<file path="config.mk">
export PLATFORM = sky130hd
export DESIGN_NAME = waveform_zero_suppression_top_flat
export DESIGN_NICKNAME = d
export VERILOG_FILES = /design/src/rtl/core/wzs_pkg.sv /design/src/rtl/core/wzs_in_if.sv /design/src/rtl/core/wzs_out_if.sv /design/src/rtl/core/wzs_pend_ram.sv /design/src/rtl/core/wzs_cmd_fifo.sv /design/src/rtl/core/wzs_front.sv /design/src/rtl/core/wzs_back.sv /design/src/rtl/core/waveform_zero_suppression_top.sv /design/src/flat_wrapper.sv
export SDC_FILE = /design/constraint.sdc
export NUM_CORES = 1
export LEC_CHECK = 0
export BUFFER_PORTS_ARGS = -buffer_cell sky130_fd_sc_hd__buf_2
export CELL_PAD_IN_SITES_DETAIL_PLACEMENT = 0
export CELL_PAD_IN_SITES_GLOBAL_PLACEMENT = 2
export CORE_AREA = 2 2 370 372
export CTS_CLUSTER_DIAMETER = 200
export DETAILED_ROUTE_END_ITERATION = 8
export DIE_AREA = 0 0 372 374
export PLACE_DENSITY = 0.71
export SETUP_SLACK_MARGIN = 0.15
export SLEW_MARGIN = 40
export SYNTH_ARGS = -nofsm -noshare
export SYNTH_HDL_FRONTEND = slang
export SYNTH_HIERARCHICAL = 1
export SYNTH_SLANG_ARGS = --single-unit
</file>
<file path="constraint.sdc">
create_clock -name clk -period 6.08 [get_ports clk]
set_input_delay 0.912 -clock clk [delete_from_list [all_inputs] [get_ports clk]]
set_output_delay 0.912 -clock clk [all_outputs]
set_load 0.005 [all_outputs]
</file>
<file path="src/rtl/core/wzs_pkg.sv">
package wzs_pkg;

  // default sizes handed to the top level
  localparam int WZS_MAX_TICKS  = 4096;
  localparam int WZS_PEND_DEPTH = 32;

  // field widths fixed by the item format
  localparam int SAMPLE_W = 16;
  localparam int TICK_W   = 12;
  localparam int MINLEN_W = 5;

  // flush count carried in a command, wide enough for the largest buffer
  localparam int CNT_W = 6;

  // command queue between front and back
  localparam int CMD_DEPTH = 4;
  localparam int CMD_PW    = $clog2(CMD_DEPTH);

  // configuration register indexes
  localparam int CFG_IDX_W = 1;
  typedef enum logic [CFG_IDX_W-1:0] {
    REG_THRESHOLD = 1'b0,
    REG_RUN_MIN   = 1'b1
  } cfg_reg_t;

  // one command: the live sample plus how many buffered samples precede it
  typedef struct packed {
    logic signed [SAMPLE_W-1:0] sample;
    logic [TICK_W-1:0]          tick;
    logic [TICK_W-1:0]          run_start;
    logic [CNT_W-1:0]           nflush;
    logic                       bank;
  } cmd_t;

  // buffer bank handed back once its flush is done
  typedef struct packed {
    logic valid;
    logic bank;
  } bank_rel_t;

  typedef enum logic {
    BK_IDLE,
    BK_FLUSH
  } bk_state_t;

endpackage

</file>
<file path="src/rtl/core/wzs_in_if.sv">
interface wzs_in_if;
  logic               valid;
  logic               ready;
  logic signed [15:0] sample;
  logic               last_tick;

  modport source (output valid, output sample, output last_tick, input ready);
  modport sink   (input valid, input sample, input last_tick, output ready);
endinterface

</file>
<file path="src/rtl/core/wzs_out_if.sv">
interface wzs_out_if;
  logic               valid;
  logic               ready;
  logic signed [15:0] kept_sample;
  logic [11:0]        sample_tick;
  logic [11:0]        run_start;
  logic               burst_last;

  modport source (output valid, output kept_sample, output sample_tick,
                  output run_start, output burst_last, input ready);
  modport sink   (input valid, input kept_sample, input sample_tick,
                  input run_start, input burst_last, output ready);
endinterface

</file>
<file path="src/rtl/core/wzs_pend_ram.sv">
module wzs_pend_ram import wzs_pkg::*; #(
  parameter int ADDR_W = 6
) (
  input  logic                clk,
  input  logic                we,
  input  logic [ADDR_W-1:0]   waddr,
  input  logic [SAMPLE_W-1:0] wdata,
  input  logic                re,
  input  logic [ADDR_W-1:0]   raddr,
  output logic [SAMPLE_W-1:0] rdata_r
);

  logic [SAMPLE_W-1:0] mem [2**ADDR_W];

  always_ff @(posedge clk) begin
    if (we) begin
      mem[waddr] <= wdata;
    end
  end

  always_ff @(posedge clk) begin
    if (re) begin
      rdata_r <= mem[raddr];
    end
  end

endmodule

</file>
<file path="src/rtl/core/wzs_cmd_fifo.sv">
module wzs_cmd_fifo import wzs_pkg::*; (
  input  logic clk,
  input  logic rst_n,
  input  logic push,
  input  cmd_t push_cmd,
  output logic full,
  input  logic pop,
  output cmd_t head,
  output logic empty
);

  cmd_t              mem_r [CMD_DEPTH];
  logic [CMD_PW-1:0] wr_ptr_r, wr_ptr_nxt;
  logic [CMD_PW-1:0] rd_ptr_r, rd_ptr_nxt;
  logic [CMD_PW:0]   count_r, count_nxt;

  assign full  = (count_r == (CMD_PW+1)'(CMD_DEPTH));
  assign empty = (count_r == '0);
  assign head  = mem_r[rd_ptr_r];

  always_comb begin
    wr_ptr_nxt = push ? wr_ptr_r + 1'b1 : wr_ptr_r;
    rd_ptr_nxt = pop  ? rd_ptr_r + 1'b1 : rd_ptr_r;
    count_nxt  = count_r;
    if (push && !pop) begin
      count_nxt = count_r + 1'b1;
    end else if (pop && !push) begin
      count_nxt = count_r - 1'b1;
    end
  end

  always_ff @(posedge clk) begin
    if (!rst_n) begin
      wr_ptr_r <= '0;
      rd_ptr_r <= '0;
      count_r  <= '0;
    end else begin
      wr_ptr_r <= wr_ptr_nxt;
      rd_ptr_r <= rd_ptr_nxt;
      count_r  <= count_nxt;
    end
  end

  always_ff @(posedge clk) begin
    if (push) begin
      mem_r[wr_ptr_r] <= push_cmd;
    end
  end

  a_no_overflow: assert property (@(posedge clk) disable iff (!rst_n)
    push |-> !full)
    else $error("command pushed into full queue");

  a_no_underflow: assert property (@(posedge clk) disable iff (!rst_n)
    pop |-> !empty)
    else $error("command popped from empty queue");

  a_count_bound: assert property (@(posedge clk) disable iff (!rst_n)
    count_r <= (CMD_PW+1)'(CMD_DEPTH))
    else $error("queue count out of range");

endmodule

</file>
<file path="src/rtl/core/wzs_front.sv">
module wzs_front import wzs_pkg::*; #(
  parameter int MAX_TICKS  = WZS_MAX_TICKS,
  parameter int PEND_DEPTH = WZS_PEND_DEPTH,
  localparam int TW = $clog2(MAX_TICKS),
  localparam int PW = $clog2(PEND_DEPTH)
) (
  input  logic                 clk,
  input  logic                 rst_n,
  input  logic                 cfg_we,
  input  logic [CFG_IDX_W-1:0] cfg_index,
  input  logic [SAMPLE_W-1:0]  cfg_wdata,
  wzs_in_if.sink               in_ch,
  output logic                 push,
  output cmd_t                 push_cmd,
  input  logic                 q_full,
  input  bank_rel_t            rel,
  output logic                 wr_en,
  output logic [PW:0]          wr_addr,
  output logic [SAMPLE_W-1:0]  wr_data
);

  logic signed [SAMPLE_W-1:0] thr_r;
  logic [MINLEN_W-1:0]        minlen_r;
  logic [TW-1:0]              tick_r, tick_nxt;
  logic                       active_r, active_nxt;
  logic                       kept_r, kept_nxt;
  logic [PW-1:0]              len_r, len_nxt;
  logic [TICK_W-1:0]          begin_r, begin_nxt;
  logic                       bank_r, bank_nxt;
  logic [1:0]                 busy_r, busy_nxt;

  logic [PW-1:0]     eff_min;
  logic [TICK_W-1:0] tick12;
  logic              qual, starting, acc;
  logic              cur_bank, kept_cur;
  logic [PW-1:0]     len_cur;
  logic [TICK_W-1:0] begin_cur;

  always_comb begin
    if (32'(minlen_r) > PEND_DEPTH - 1) begin
      eff_min = PW'(PEND_DEPTH - 1);
    end else begin
      eff_min = PW'(minlen_r);
    end
  end

  assign tick12 = TICK_W'(tick_r);
  assign qual   = (thr_r < 0) ? (in_ch.sample <= thr_r) : (in_ch.sample >= thr_r);

  assign starting  = qual && !active_r;
  assign cur_bank  = starting ? ~bank_r : bank_r;
  assign kept_cur  = starting ? 1'b0 : kept_r;
  assign len_cur   = starting ? '0 : len_r;
  assign begin_cur = starting ? tick12 : begin_r;

  // a new run waits while its bank is still being flushed
  assign in_ch.ready = !q_full && !(starting && busy_r[~bank_r]);
  assign acc         = in_ch.valid && in_ch.ready;

  always_comb begin
    tick_nxt   = tick_r;
    active_nxt = active_r;
    kept_nxt   = kept_r;
    len_nxt    = len_r;
    begin_nxt  = begin_r;
    bank_nxt   = bank_r;
    busy_nxt   = busy_r;
    push       = 1'b0;
    wr_en      = 1'b0;
    wr_addr    = {cur_bank, len_cur};
    wr_data    = in_ch.sample;
    push_cmd.sample    = in_ch.sample;
    push_cmd.tick      = tick12;
    push_cmd.run_start = begin_cur;
    push_cmd.nflush    = '0;
    push_cmd.bank      = cur_bank;

    if (rel.valid) begin
      busy_nxt[rel.bank] = 1'b0;
    end

    if (acc) begin
      if (qual) begin
        active_nxt = 1'b1;
        bank_nxt   = cur_bank;
        begin_nxt  = begin_cur;
        kept_nxt   = kept_cur;
        len_nxt    = len_cur;
        if (kept_cur) begin
          push = 1'b1;
        end else if (len_cur >= eff_min) begin
          push            = 1'b1;
          push_cmd.nflush = CNT_W'(len_cur);
          kept_nxt        = 1'b1;
          if (len_cur != '0) begin
            busy_nxt[cur_bank] = 1'b1;
          end
        end else begin
          wr_en   = 1'b1;
          len_nxt = len_cur + 1'b1;
        end
      end else begin
        active_nxt = 1'b0;
        kept_nxt   = 1'b0;
        len_nxt    = '0;
      end

      if (in_ch.last_tick || tick_r == TW'(MAX_TICKS - 1)) begin
        active_nxt = 1'b0;
        kept_nxt   = 1'b0;
        len_nxt    = '0;
        tick_nxt   = '0;
      end else begin
        tick_nxt = tick_r + 1'b1;
      end
    end
  end

  always_ff @(posedge clk) begin
    if (!rst_n) begin
      thr_r    <= '0;
      minlen_r <= '0;
    end else if (cfg_we) begin
      unique case (cfg_reg_t'(cfg_index))
        REG_THRESHOLD: thr_r    <= cfg_wdata;
        REG_RUN_MIN:   minlen_r <= cfg_wdata[MINLEN_W-1:0];
        default: ;
      endcase
    end
  end

  always_ff @(posedge clk) begin
    if (!rst_n) begin
      tick_r   <= '0;
      active_r <= 1'b0;
      kept_r   <= 1'b0;
      len_r    <= '0;
      begin_r  <= '0;
      bank_r   <= 1'b1;
      busy_r   <= '0;
    end else begin
      tick_r   <= tick_nxt;
      active_r <= active_nxt;
      kept_r   <= kept_nxt;
      len_r    <= len_nxt;
      begin_r  <= begin_nxt;
      bank_r   <= bank_nxt;
      busy_r   <= busy_nxt;
    end
  end

  a_start_free_bank: assert property (@(posedge clk) disable iff (!rst_n)
    (acc && starting) |-> !busy_r[~bank_r])
    else $error("run started on a bank still being flushed");

  a_no_write_busy: assert property (@(posedge clk) disable iff (!rst_n)
    wr_en |-> !busy_r[cur_bank])
    else $error("buffer write into a bank awaiting flush");

  a_idle_clean: assert property (@(posedge clk) disable iff (!rst_n)
    !active_r |-> (!kept_r && len_r == '0))
    else $error("run state left over outside a run");

endmodule

</file>
<file path="src/rtl/core/wzs_back.sv">
module wzs_back import wzs_pkg::*; #(
  parameter int PEND_DEPTH = WZS_PEND_DEPTH,
  localparam int PW = $clog2(PEND_DEPTH)
) (
  input  logic                clk,
  input  logic                rst_n,
  input  cmd_t                head,
  input  logic                q_empty,
  output logic                pop,
  output bank_rel_t           rel,
  output logic                rd_en,
  output logic [PW:0]         rd_addr,
  input  logic [SAMPLE_W-1:0] rd_data,
  wzs_out_if.source           out_ch
);

  bk_state_t state_r, state_nxt;
  logic [CNT_W-1:0] k_r, k_nxt;

  logic                       out_valid_r;
  logic signed [SAMPLE_W-1:0] out_sample_r;
  logic [TICK_W-1:0]          out_tick_r;
  logic [TICK_W-1:0]          out_start_r;
  logic                       out_last_r;

  logic out_free, load_live, load_flush, more;

  assign out_free = !out_valid_r || out_ch.ready;
  assign more     = (k_r != head.nflush);
  assign rd_addr  = {head.bank, k_r[PW-1:0]};

  always_comb begin
    state_nxt = state_r;
    unique case (state_r)
      BK_IDLE: begin
        if (!q_empty && more) begin
          state_nxt = BK_FLUSH;
        end
      end
      BK_FLUSH: begin
        if (out_free) begin
          state_nxt = BK_IDLE;
        end
      end
      default: state_nxt = BK_IDLE;
    endcase
  end

  always_comb begin
    rd_en      = 1'b0;
    load_live  = 1'b0;
    load_flush = 1'b0;
    pop        = 1'b0;
    rel.valid  = 1'b0;
    rel.bank   = head.bank;
    k_nxt      = k_r;
    unique case (state_r)
      BK_IDLE: begin
        if (!q_empty) begin
          if (more) begin
            rd_en = 1'b1;
          end else if (out_free) begin
            load_live = 1'b1;
            pop       = 1'b1;
            k_nxt     = '0;
            rel.valid = (head.nflush != '0);
          end
        end
      end
      BK_FLUSH: begin
        if (out_free) begin
          load_flush = 1'b1;
          k_nxt      = k_r + 1'b1;
        end
      end
      default: ;
    endcase
  end

  always_ff @(posedge clk) begin
    if (!rst_n) begin
      state_r     <= BK_IDLE;
      k_r         <= '0;
      out_valid_r <= 1'b0;
    end else begin
      state_r <= state_nxt;
      k_r     <= k_nxt;
      if (load_live || load_flush) begin
        out_valid_r <= 1'b1;
      end else if (out_ch.ready) begin
        out_valid_r <= 1'b0;
      end
    end
  end

  always_ff @(posedge clk) begin
    if (load_live) begin
      out_sample_r <= head.sample;
      out_tick_r   <= head.tick;
      out_start_r  <= head.run_start;
      out_last_r   <= 1'b1;
    end else if (load_flush) begin
      out_sample_r <= rd_data;
      out_tick_r   <= head.run_start + TICK_W'(k_r);
      out_start_r  <= head.run_start;
      out_last_r   <= 1'b0;
    end
  end

  assign out_ch.valid       = out_valid_r;
  assign out_ch.kept_sample = out_sample_r;
  assign out_ch.sample_tick = out_tick_r;
  assign out_ch.run_start   = out_start_r;
  assign out_ch.burst_last  = out_last_r;

  a_flush_in_range: assert property (@(posedge clk) disable iff (!rst_n)
    (state_r == BK_FLUSH) |-> (!q_empty && more))
    else $error("flush step beyond command count");

  a_pop_after_flush: assert property (@(posedge clk) disable iff (!rst_n)
    pop |-> (!more && state_r == BK_IDLE))
    else $error("command retired before its flush finished");

  a_read_then_load: assert property (@(posedge clk) disable iff (!rst_n)
    rd_en |=> (state_r == BK_FLUSH))
    else $error("buffer read without flush step");

endmodule

</file>
<file path="src/rtl/core/waveform_zero_suppression_top.sv">
// channel   dir  handshake            payload
// in_ch     in   valid/ready          sample (s16), last_tick
// out_ch    out  valid/ready          kept_sample (s16), sample_tick, run_start, burst_last
// cfg_*     in   cfg_we, no back-off  cfg_index (0 threshold, 1 minimum run), cfg_wdata
//
// one sample accepted per cycle while the command queue has room and no run start waits on its bank
// a live result is loaded into the output register once its command reaches the back end and the output is free
// each buffered sample of a flush goes through a buffer read, then an output load
// a run start stalls input while its buffer bank is still being flushed
// synchronous active-low reset; no clearing pass, buffer contents start undefined
module waveform_zero_suppression_top import wzs_pkg::*; #(
  parameter int MAX_TICKS  = WZS_MAX_TICKS,
  parameter int PEND_DEPTH = WZS_PEND_DEPTH
) (
  input  logic                 clk,
  input  logic                 rst_n,
  input  logic                 cfg_we,
  input  logic [CFG_IDX_W-1:0] cfg_index,
  input  logic [SAMPLE_W-1:0]  cfg_wdata,
  wzs_in_if.sink               in_ch,
  wzs_out_if.source            out_ch
);

  localparam int PW = $clog2(PEND_DEPTH);

  // front to queue
  logic push, q_full;
  cmd_t push_cmd;

  // queue to back
  logic pop, q_empty;
  cmd_t head;

  // bank hand-back from back to front
  bank_rel_t rel;

  // pending-sample buffer, two banks so a new run can fill while the last flushes
  logic                wr_en, rd_en;
  logic [PW:0]         wr_addr, rd_addr;
  logic [SAMPLE_W-1:0] wr_data, rd_data;

  // classifies samples, tracks runs, fills the buffer and issues commands
  wzs_front #(
    .MAX_TICKS  (MAX_TICKS),
    .PEND_DEPTH (PEND_DEPTH)
  ) u_front (
    .clk       (clk),
    .rst_n     (rst_n),
    .cfg_we    (cfg_we),
    .cfg_index (cfg_index),
    .cfg_wdata (cfg_wdata),
    .in_ch     (in_ch),
    .push      (push),
    .push_cmd  (push_cmd),
    .q_full    (q_full),
    .rel       (rel),
    .wr_en     (wr_en),
    .wr_addr   (wr_addr),
    .wr_data   (wr_data)
  );

  // short command queue so front and back stall independently
  wzs_cmd_fifo u_fifo (
    .clk      (clk),
    .rst_n    (rst_n),
    .push     (push),
    .push_cmd (push_cmd),
    .full     (q_full),
    .pop      (pop),
    .head     (head),
    .empty    (q_empty)
  );

  wzs_pend_ram #(
    .ADDR_W (PW + 1)
  ) u_ram (
    .clk     (clk),
    .we      (wr_en),
    .waddr   (wr_addr),
    .wdata   (wr_data),
    .re      (rd_en),
    .raddr   (rd_addr),
    .rdata_r (rd_data)
  );

  // replays buffered samples then the live one, through a registered output
  wzs_back #(
    .PEND_DEPTH (PEND_DEPTH)
  ) u_back (
    .clk     (clk),
    .rst_n   (rst_n),
    .head    (head),
    .q_empty (q_empty),
    .pop     (pop),
    .rel     (rel),
    .rd_en   (rd_en),
    .rd_addr (rd_addr),
    .rd_data (rd_data),
    .out_ch  (out_ch)
  );

endmodule
</file>
<file path="src/flat_wrapper.sv">
// flat-port wrapper written by rule: the top's interface ports become plain ports
module waveform_zero_suppression_top_flat import wzs_pkg::*;
#(
  parameter int MAX_TICKS  = WZS_MAX_TICKS,
  parameter int PEND_DEPTH = WZS_PEND_DEPTH
)
  (clk, rst_n, cfg_we, cfg_index, cfg_wdata, in_ch_valid, in_ch_sample, in_ch_last_tick, in_ch_ready, out_ch_valid, out_ch_kept_sample, out_ch_sample_tick, out_ch_run_start, out_ch_burst_last, out_ch_ready);
  wzs_in_if in_ch_i ();
  wzs_out_if out_ch_i ();
  input  logic clk;
  input  logic rst_n;
  input  logic cfg_we;
  input  logic [CFG_IDX_W-1:0] cfg_index;
  input  logic [SAMPLE_W-1:0] cfg_wdata;
  input wire logic [$bits(in_ch_i.valid)-1:0] in_ch_valid;
  input wire logic [$bits(in_ch_i.sample)-1:0] in_ch_sample;
  input wire logic [$bits(in_ch_i.last_tick)-1:0] in_ch_last_tick;
  output wire logic [$bits(in_ch_i.ready)-1:0] in_ch_ready;
  output wire logic [$bits(out_ch_i.valid)-1:0] out_ch_valid;
  output wire logic [$bits(out_ch_i.kept_sample)-1:0] out_ch_kept_sample;
  output wire logic [$bits(out_ch_i.sample_tick)-1:0] out_ch_sample_tick;
  output wire logic [$bits(out_ch_i.run_start)-1:0] out_ch_run_start;
  output wire logic [$bits(out_ch_i.burst_last)-1:0] out_ch_burst_last;
  input wire logic [$bits(out_ch_i.ready)-1:0] out_ch_ready;
  assign in_ch_i.valid = in_ch_valid;
  assign in_ch_i.sample = in_ch_sample;
  assign in_ch_i.last_tick = in_ch_last_tick;
  assign in_ch_ready = in_ch_i.ready;
  assign out_ch_valid = out_ch_i.valid;
  assign out_ch_kept_sample = out_ch_i.kept_sample;
  assign out_ch_sample_tick = out_ch_i.sample_tick;
  assign out_ch_run_start = out_ch_i.run_start;
  assign out_ch_burst_last = out_ch_i.burst_last;
  assign out_ch_i.ready = out_ch_ready;
  waveform_zero_suppression_top #(.MAX_TICKS(MAX_TICKS), .PEND_DEPTH(PEND_DEPTH)) u_core (.clk(clk), .rst_n(rst_n), .cfg_we(cfg_we), .cfg_index(cfg_index), .cfg_wdata(cfg_wdata), .in_ch(in_ch_i), .out_ch(out_ch_i));
endmodule
</file>
Word-level counts from Yosys, hierarchy flattened
Memories as Yosys holds them, arrays and structs flattened. A register that Yosys moved wholly into a read port is not among the register bits.
Index checks and enable logic that the tools add are counted.
- output and inout bits: 43
- logic and storage cells: 153
- flip-flop bits (word level): 111
- bits in latches: 0
- memories: 2
- bits in writable memories: 1208
- bits in read-only memories: 0
- memories (memory ; depth ; bits a word ; rd ports ; clocked after memory_dff ; write ports ; line ; source):
    u_core.u_ram.mem ; 64 ; 16 ; 1 ; 1 ; 1 ; wzs_pend_ram.sv:13 ; logic [SAMPLE_W-1:0] mem [2**ADDR_W];
    u_core.u_fifo.mem_r ; 4 ; 46 ; 1 ; 1 ; 1 ; wzs_cmd_fifo.sv:12 ; cmd_t mem_r [CMD_DEPTH];
- multiply operators: 0
- eq/ne operators: 7
- $add $sub $neg: 8
- mux-type cells: 73
- reductions and logical operators: 29
- $lt $le $gt $ge: 9
- divide/modulo/power cells: 0
- shifts and indexed selects: 0
- bitwise gates (word level): 6
- operator list (operator ; number):
    12-bit 2-to-1 mux ; 6
    5-bit 2-to-1 mux ; 9
    1-bit 2-to-1 mux ; 38
    16-bit 2-to-1 mux ; 2
    6-bit 2-to-1 mux ; 4
    16-bit greater-or-equal comparator ; 1
    16-bit less-or-equal comparator ; 1
    16-bit by 1-bit less-than comparator with 1-bit output (second input constant) ; 1
    2-bit 2-to-1 mux ; 8
    12-bit by 1-bit adder with 12-bit output (second input constant) ; 1
    12-bit by 6-bit adder with 12-bit output ; 1
    12-bit == test (second input constant) ; 1
    6-bit one-hot mux with 2 select lines ; 1
    1-bit logical AND ; 9
    1-bit logical NOT ; 7
    6-bit by 1-bit adder with 6-bit output (second input constant) ; 1
    1-bit by 2-bit less-than comparator with 1-bit output (second input constant) ; 3
    3-bit 2-to-1 mux ; 2
    2-bit != test (second input constant) ; 3
    6-bit != test ; 1
    2-bit AND reduction ; 3
    2-bit nonzero test ; 3
    6-bit nonzero test ; 1
    5-bit by 1-bit adder with 5-bit output (second input constant) ; 1
    other kinds (17) ; 24

Longest topological paths before layout
- word-level depth: 14
- depth in mapped cells: 22
- gate-level depth less buffers: 21

Hierarchy
Netlist, hierarchy kept.
- by module, submodules not included (module ; area each (sq um) ; cells an instance ; instances):
    wzs_pend_ram ; 40202.3 ; 1829 ; 1
    wzs_cmd_fifo ; 7252.0 ; 288 ; 1
    wzs_front ; 3657.3 ; 440 ; 1
    wzs_back ; 2548.7 ; 203 ; 1

Worst setup path after synthesis
Ideal clock, no wire load.
- path type: input port to flip-flop
- start point: in in_ch_sample[13]
- end point: mem u_core.u_ram.mem[48][0] (enable)
- data arrival time: 5458 ps
- setup slack: 213 ps
- setup time: 409 ps
- buffers on the path: 3
- cell stages on the path: 18
- cells stage by stage: ha_1 > nand4_2 > nor4_2 > a2111oi_2 > and3_1 > buf_6 > nor3_2 > buf_6 > buf_6 > nor2_1 > ha_1 > a211oi_1 > o31a_1 > a21oi_1 > nor3_1 > nor2b_1 > nand4b_1 > nor3_1
- cells in the longest elaborated chain, start to end: 11
- elaborated cells on any way between the ends: 18
- those cells by class: order compare: 3; mux: 10; reduce/logical: 5
- RTL lines (what ; line ; source):
    start: declaration ; flat_wrapper.sv:16 ; input wire logic [$bits(in_ch_i.sample)-1:0] in_ch_sample;
    16-bit greater-or-equal comparator / 16-bit less-or-equal comparator (equally long branches) ; wzs_front.sv:48 ; assign qual = (thr_r < 0) ? (in_ch.sample <= thr_r) : (in_ch.sample >= thr_r);
    1-bit 2-to-1 mux (*) ; wzs_front.sv:48 ;
    1-bit logical AND (*) ; wzs_front.sv:50 ; assign starting = qual && !active_r;
    5-bit 2-to-1 mux (*) ; wzs_front.sv:53 ; assign len_cur = starting ? '0 : len_r;
    named net u_core.wr_addr[4] ; waveform_zero_suppression_top.sv:39 ; logic [PW:0] wr_addr, rd_addr;
    5-bit greater-or-equal comparator (*) ; wzs_front.sv:91 ; end else if (len_cur >= eff_min) begin
    1-bit 2-to-1 mux (*) ; wzs_front.sv:91 ;
    1-bit 2-to-1 mux (*) ; wzs_front.sv:89 ; if (kept_cur) begin
    1-bit 2-to-1 mux (*) ; wzs_front.sv:83 ; if (qual) begin
    1-bit 2-to-1 mux (*) ; wzs_front.sv:82 ; if (acc) begin
    named net u_core.wr_en ; waveform_zero_suppression_top.sv:38 ; logic wr_en, rd_en;
    1-bit 2-to-1 mux (*) ; wzs_pend_ram.sv:16 ; if (we) begin
    1-bit 2-to-1 mux (implied by the code) (*) ; wzs_pend_ram.sv:17 ; mem[waddr] <= wdata;
    end: declaration ; wzs_pend_ram.sv:13 ;
The timed path passes the listed nets; every way through them passes the cells marked *.

Worst setup path in the final report
- start point: reg u_core.u_front.thr_r[15]
- end point: mem u_core.u_ram.mem[30][10] (enable)
- cells in the longest elaborated chain, start to end: 11
- elaborated cells on any way between the ends: 19
- those cells by class: order compare: 4; mux: 10; reduce/logical: 5
- RTL lines (what ; line ; source):
    start: declaration ; wzs_front.sv:22 ; logic signed [SAMPLE_W-1:0] thr_r;
    start signal: assignment ; wzs_front.sv:125 ; REG_THRESHOLD: thr_r <= cfg_wdata;
    16-bit greater-or-equal comparator, or another cell as far along ; wzs_front.sv:48 ;
    1-bit 2-to-1 mux (*) ; wzs_front.sv:48 ;
    1-bit logical AND ; wzs_front.sv:50 ;
    5-bit 2-to-1 mux ; wzs_front.sv:53 ;
    5-bit greater-or-equal comparator ; wzs_front.sv:91 ;
    1-bit 2-to-1 mux ; wzs_front.sv:91 ;
    1-bit 2-to-1 mux ; wzs_front.sv:89 ;
    1-bit 2-to-1 mux ; wzs_front.sv:83 ;
    1-bit 2-to-1 mux (*) ; wzs_front.sv:82 ;
    named net u_core.wr_en ; waveform_zero_suppression_top.sv:38 ;
    1-bit 2-to-1 mux (*) ; wzs_pend_ram.sv:16 ;
    1-bit 2-to-1 mux (implied by the code) (*) ; wzs_pend_ram.sv:17 ;
Marked as above.

==> results.md <==
* Status: finished clean
* WP data arrival at just under 6 ns
* Number of global-route vias before repair at 27,595
* Routed len/inst at around 27 um
* Clock sinks at roughly 1,300
* Setup TNS at 0 ns
* Cells on worst reg2reg path at 21
* Hold path depth at 3
* GR Overflow Total at 0
* #FFs+latches synth at 1,341
* Power, Total at between 20 and 25 mW
* Synth area leader: edfxtp_1
* Reg2reg start: u_core/u_front/thr_r[15]
* Min-delay src: cfg_wdata[12]
* Fin nets at approximately 3,000
* Combinational family with the most area after synthesis: multiplexers
* Initial antenna violation count at 5
* Min Clock Period, post-route at ~5.4 ns
* I/O pin total at slightly above 80
* Die W at about 370 um
* Cell Count, Final, Fillers Out at about 4,800
* Drt first pass iters at 6
* Core ar. at around 130,000 sq um
* FF-to-FF End: u_core/u_ram/mem[30][10]
* CTS clock-pin slew for the worst setup and hold paths at roughly 0.05 ns
* H-tree levels at 4
* Mux cell area share after synthesis at 0.144
* Post-synth EDFFs at ~1,300
* Routed Antenna Nets at 0
* Routed WL at ~130 mm
* Share of layout cells above drive strength 1 at 0.267
* Slew Viols, Final at 0
* Reg-to-reg slack, setup at around 0.69 ns
* Initial core utilization at 0.398
* CTS max path bufs at 3
* Mean Syn Cell Area at roughly 19 sq um
* Post-CTS sizing at 0
* Total GRT Usage at 0.187
* Critical Path Start Type: register
* Vias/cell at about 5.6
* Slew @ Worst Pin at around 0.94 ns
* Post-synthesis compound-gate area fraction at 0.0377
* DRC viols at 0
* Relative slew margins at 0.369
* Setup violators final at 0
* Post CTS Setup Buffer Count at 0
* Layout Skew at about 0.024 ns
* Site Rows at ~140
* Xor and xnor area share after synthesis at 0.00277
* Dpl cells at 4,590
* Worst Setup End Kind: register
* Predominant post-synthesis flop cell: edfxtp_1
* Ys async rst share at 0
* RSZ-0062 raised after global routing: false
* CTS Buf Count at 140
* DRT iter0 DRCs at roughly 2,700
* Routed via count at roughly 27,000
* Pwr dens at between 300 and 400 nW/um^2
* Required time of the worst setup path at between 6 and 7 ns
* GPL Wtd Cong at 0.832
* IO buf count at 81
* Area Growth Syn to Fin at 14.2%
* Yosys top cell area share at 0.710
* Clock Latency Late Sink at 0.75 ns
* Worst-path fanout max at 16
* Synth Area in Adders at 0.00909
* Peak VDD IR at 245 uV
* Die Ht at approximately 370 um
* Synth Instances at 2,760
* Post-Syn Area at 53,700 sq um
* # hold bufs at CTS at 0
* Die area at about 140,000 sq um
* CTS tree: yes
* Area contributors post-synth: edfxtp_1 (71%), mux4_2 (11%), dfxtp_1 (2.7%)
* Dpl hpwl at a little under 80 mm
* Leakage at 19.2 nW
* Syn_nets at about 2,800
* Sequential share of the synthesized area at 0.737
* First-pass GRT wire length at around 190 mm
* Setup CP Type: register to register
* Hold crit path type: primary input to register
* Largest net degree at the start of global routing at just under 80
* Tcrit/Tclk final at 0.886
* WHS Endpoint: u_core/u_front/thr_r[12]
* Ys Warns at 6
* Post-Synth Simple-Gate Area at 0.0420
* Maxcap violations at 0
* Netlist cell types at 88
* Fmax at 186 MHz
* Clock Tree Root: clkbuf_16
* Final hold violation count at 0
## cell type report
type                            instances  area [sq um]
Fill cell                           11301         73700
Sequential cell                      1341         39600
Multi-Input combinational cell       1197         12700
Clock buffer                          177          3880
Tap cell                             1781          2230
Timing Repair Buffer                  229          2200
Clock inverter                         77           549
Inverter                               42           158
Antenna cell                            1          2.50
## synth_stat cells (all sizes together) (22+ instances only)
master / instances
a21oi: 65
nor2: 103
mux2i: 90
clkbuf: 41
mux4: 271
nor2b: 38
nand2: 133
inv: 41
edfxtp: 1268
nand4: 22
mux2: 56
nand3: 40
ha: 35
dfxtp: 73
buf: 138
a22oi: 39
o21ai: 38
## layer usage
metal,vias up,share of wire,track usage
li1,11613,-,-
met1,14379,0.42,0.255
met2,885,0.50,0.308
met3,185,0.060,0.0355
met4,2,0.023,0.0524
met5,-,0.000077,0
## flip-flops by register name, summed over array words and instances (netlist names), 6 cells and up, named ones only
signal                            cells
u_core/u_back/out_ch.sample_tick     12
u_core/u_front/thr_r                 16
u_core/u_back/k_r                     6
u_core/u_front/begin_r               12
u_core/u_fifo/mem_r                 188
u_core/u_back/out_ch.kept_sample     16
u_core/u_ram/rdata_r                 16
u_core/u_back/out_ch.run_start       12
u_core/u_front/tick12                12
u_core/u_ram/mem                   1024
## cell usage in the layout, fill, tap and decap left out, types with 65 or more instances in the layout
cell and count:
a21oi_1 65, dfxtp_1 66, nand2_1 131, mux4_2 267, nor2_1 101, buf_2 80
buf_4 85, mux2i_1 90, clkbuf_16 147, edfxtp_1 1268
## power by group
part	switching [mW]	total (mW)	internal, mW
Clock	3.46	8.19	4.73
Combinational	1.26	2.20	0.933
Sequential	0.113	10.5	10.4
## per-stage QoR
step	hold WS, ns	setup WS [ns]	util	area, sq um
after floorplan	0.436	0.213	-	53700
after global placement	0.443	0.406	0.420	56600
after detailed placement	0.451	0.281	0.421	56800
after CTS	0.334	0.827	0.454	61300
after global routing	0.369	0.469	0.454	61300
final	0.400	0.693	0.454	61300
## kinds of logic after synthesis
logic type / count (synthesis)
DFF: 1341
and+or+nand+nor: 439
muxes: 417
AOI/OAI and AO/OA: 285
buffers and inverters: 222
adders and majority gates: 38
xor gates and xnor gates: 17
other: 1
## worst max-delay path by stage
stage               depth (start not counted)                     start  slack (ns)                  endpoint
floorplan                                  18          in_ch_sample[13]        0.21   u_core/u_ram/mem[48][0]
global placement                           21          in_ch_sample[13]        0.41  u_core/u_ram/mem[30][14]
finish                                     21  u_core/u_front/thr_r[15]        0.69  u_core/u_ram/mem[30][10]
CTS                                        19  u_core/u_front/thr_r[15]        0.83   u_core/u_ram/mem[30][2]
global route                               21  u_core/u_front/thr_r[15]        0.47   u_core/u_ram/mem[22][5]
detailed placement                         19          in_ch_sample[13]        0.28   u_core/u_ram/mem[30][5]
## worst max-delay path, cell delays in order (launching register included)
cell,delay [ns]
dfxtp_1,0.45
inv_1,0.08
ha_1,0.35
nand4_2,0.19
nor4_2,0.42
o21a_1,0.23
o31ai_2,0.11
nand3_2,0.11
nand2_1,0.10
ha_1,0.30
nand2b_1,0.14
a21oi_1,0.21
maj3_1,0.23
o31a_1,0.23
a21oi_1,0.13
nor3_1,0.39
buf_4,0.26
nor2b_1,0.26
nand3_1,0.21
buf_4,0.24
nor2_1,0.22
buf_12,0.19
Note: power is estimated with default switching activity, not from simulation.
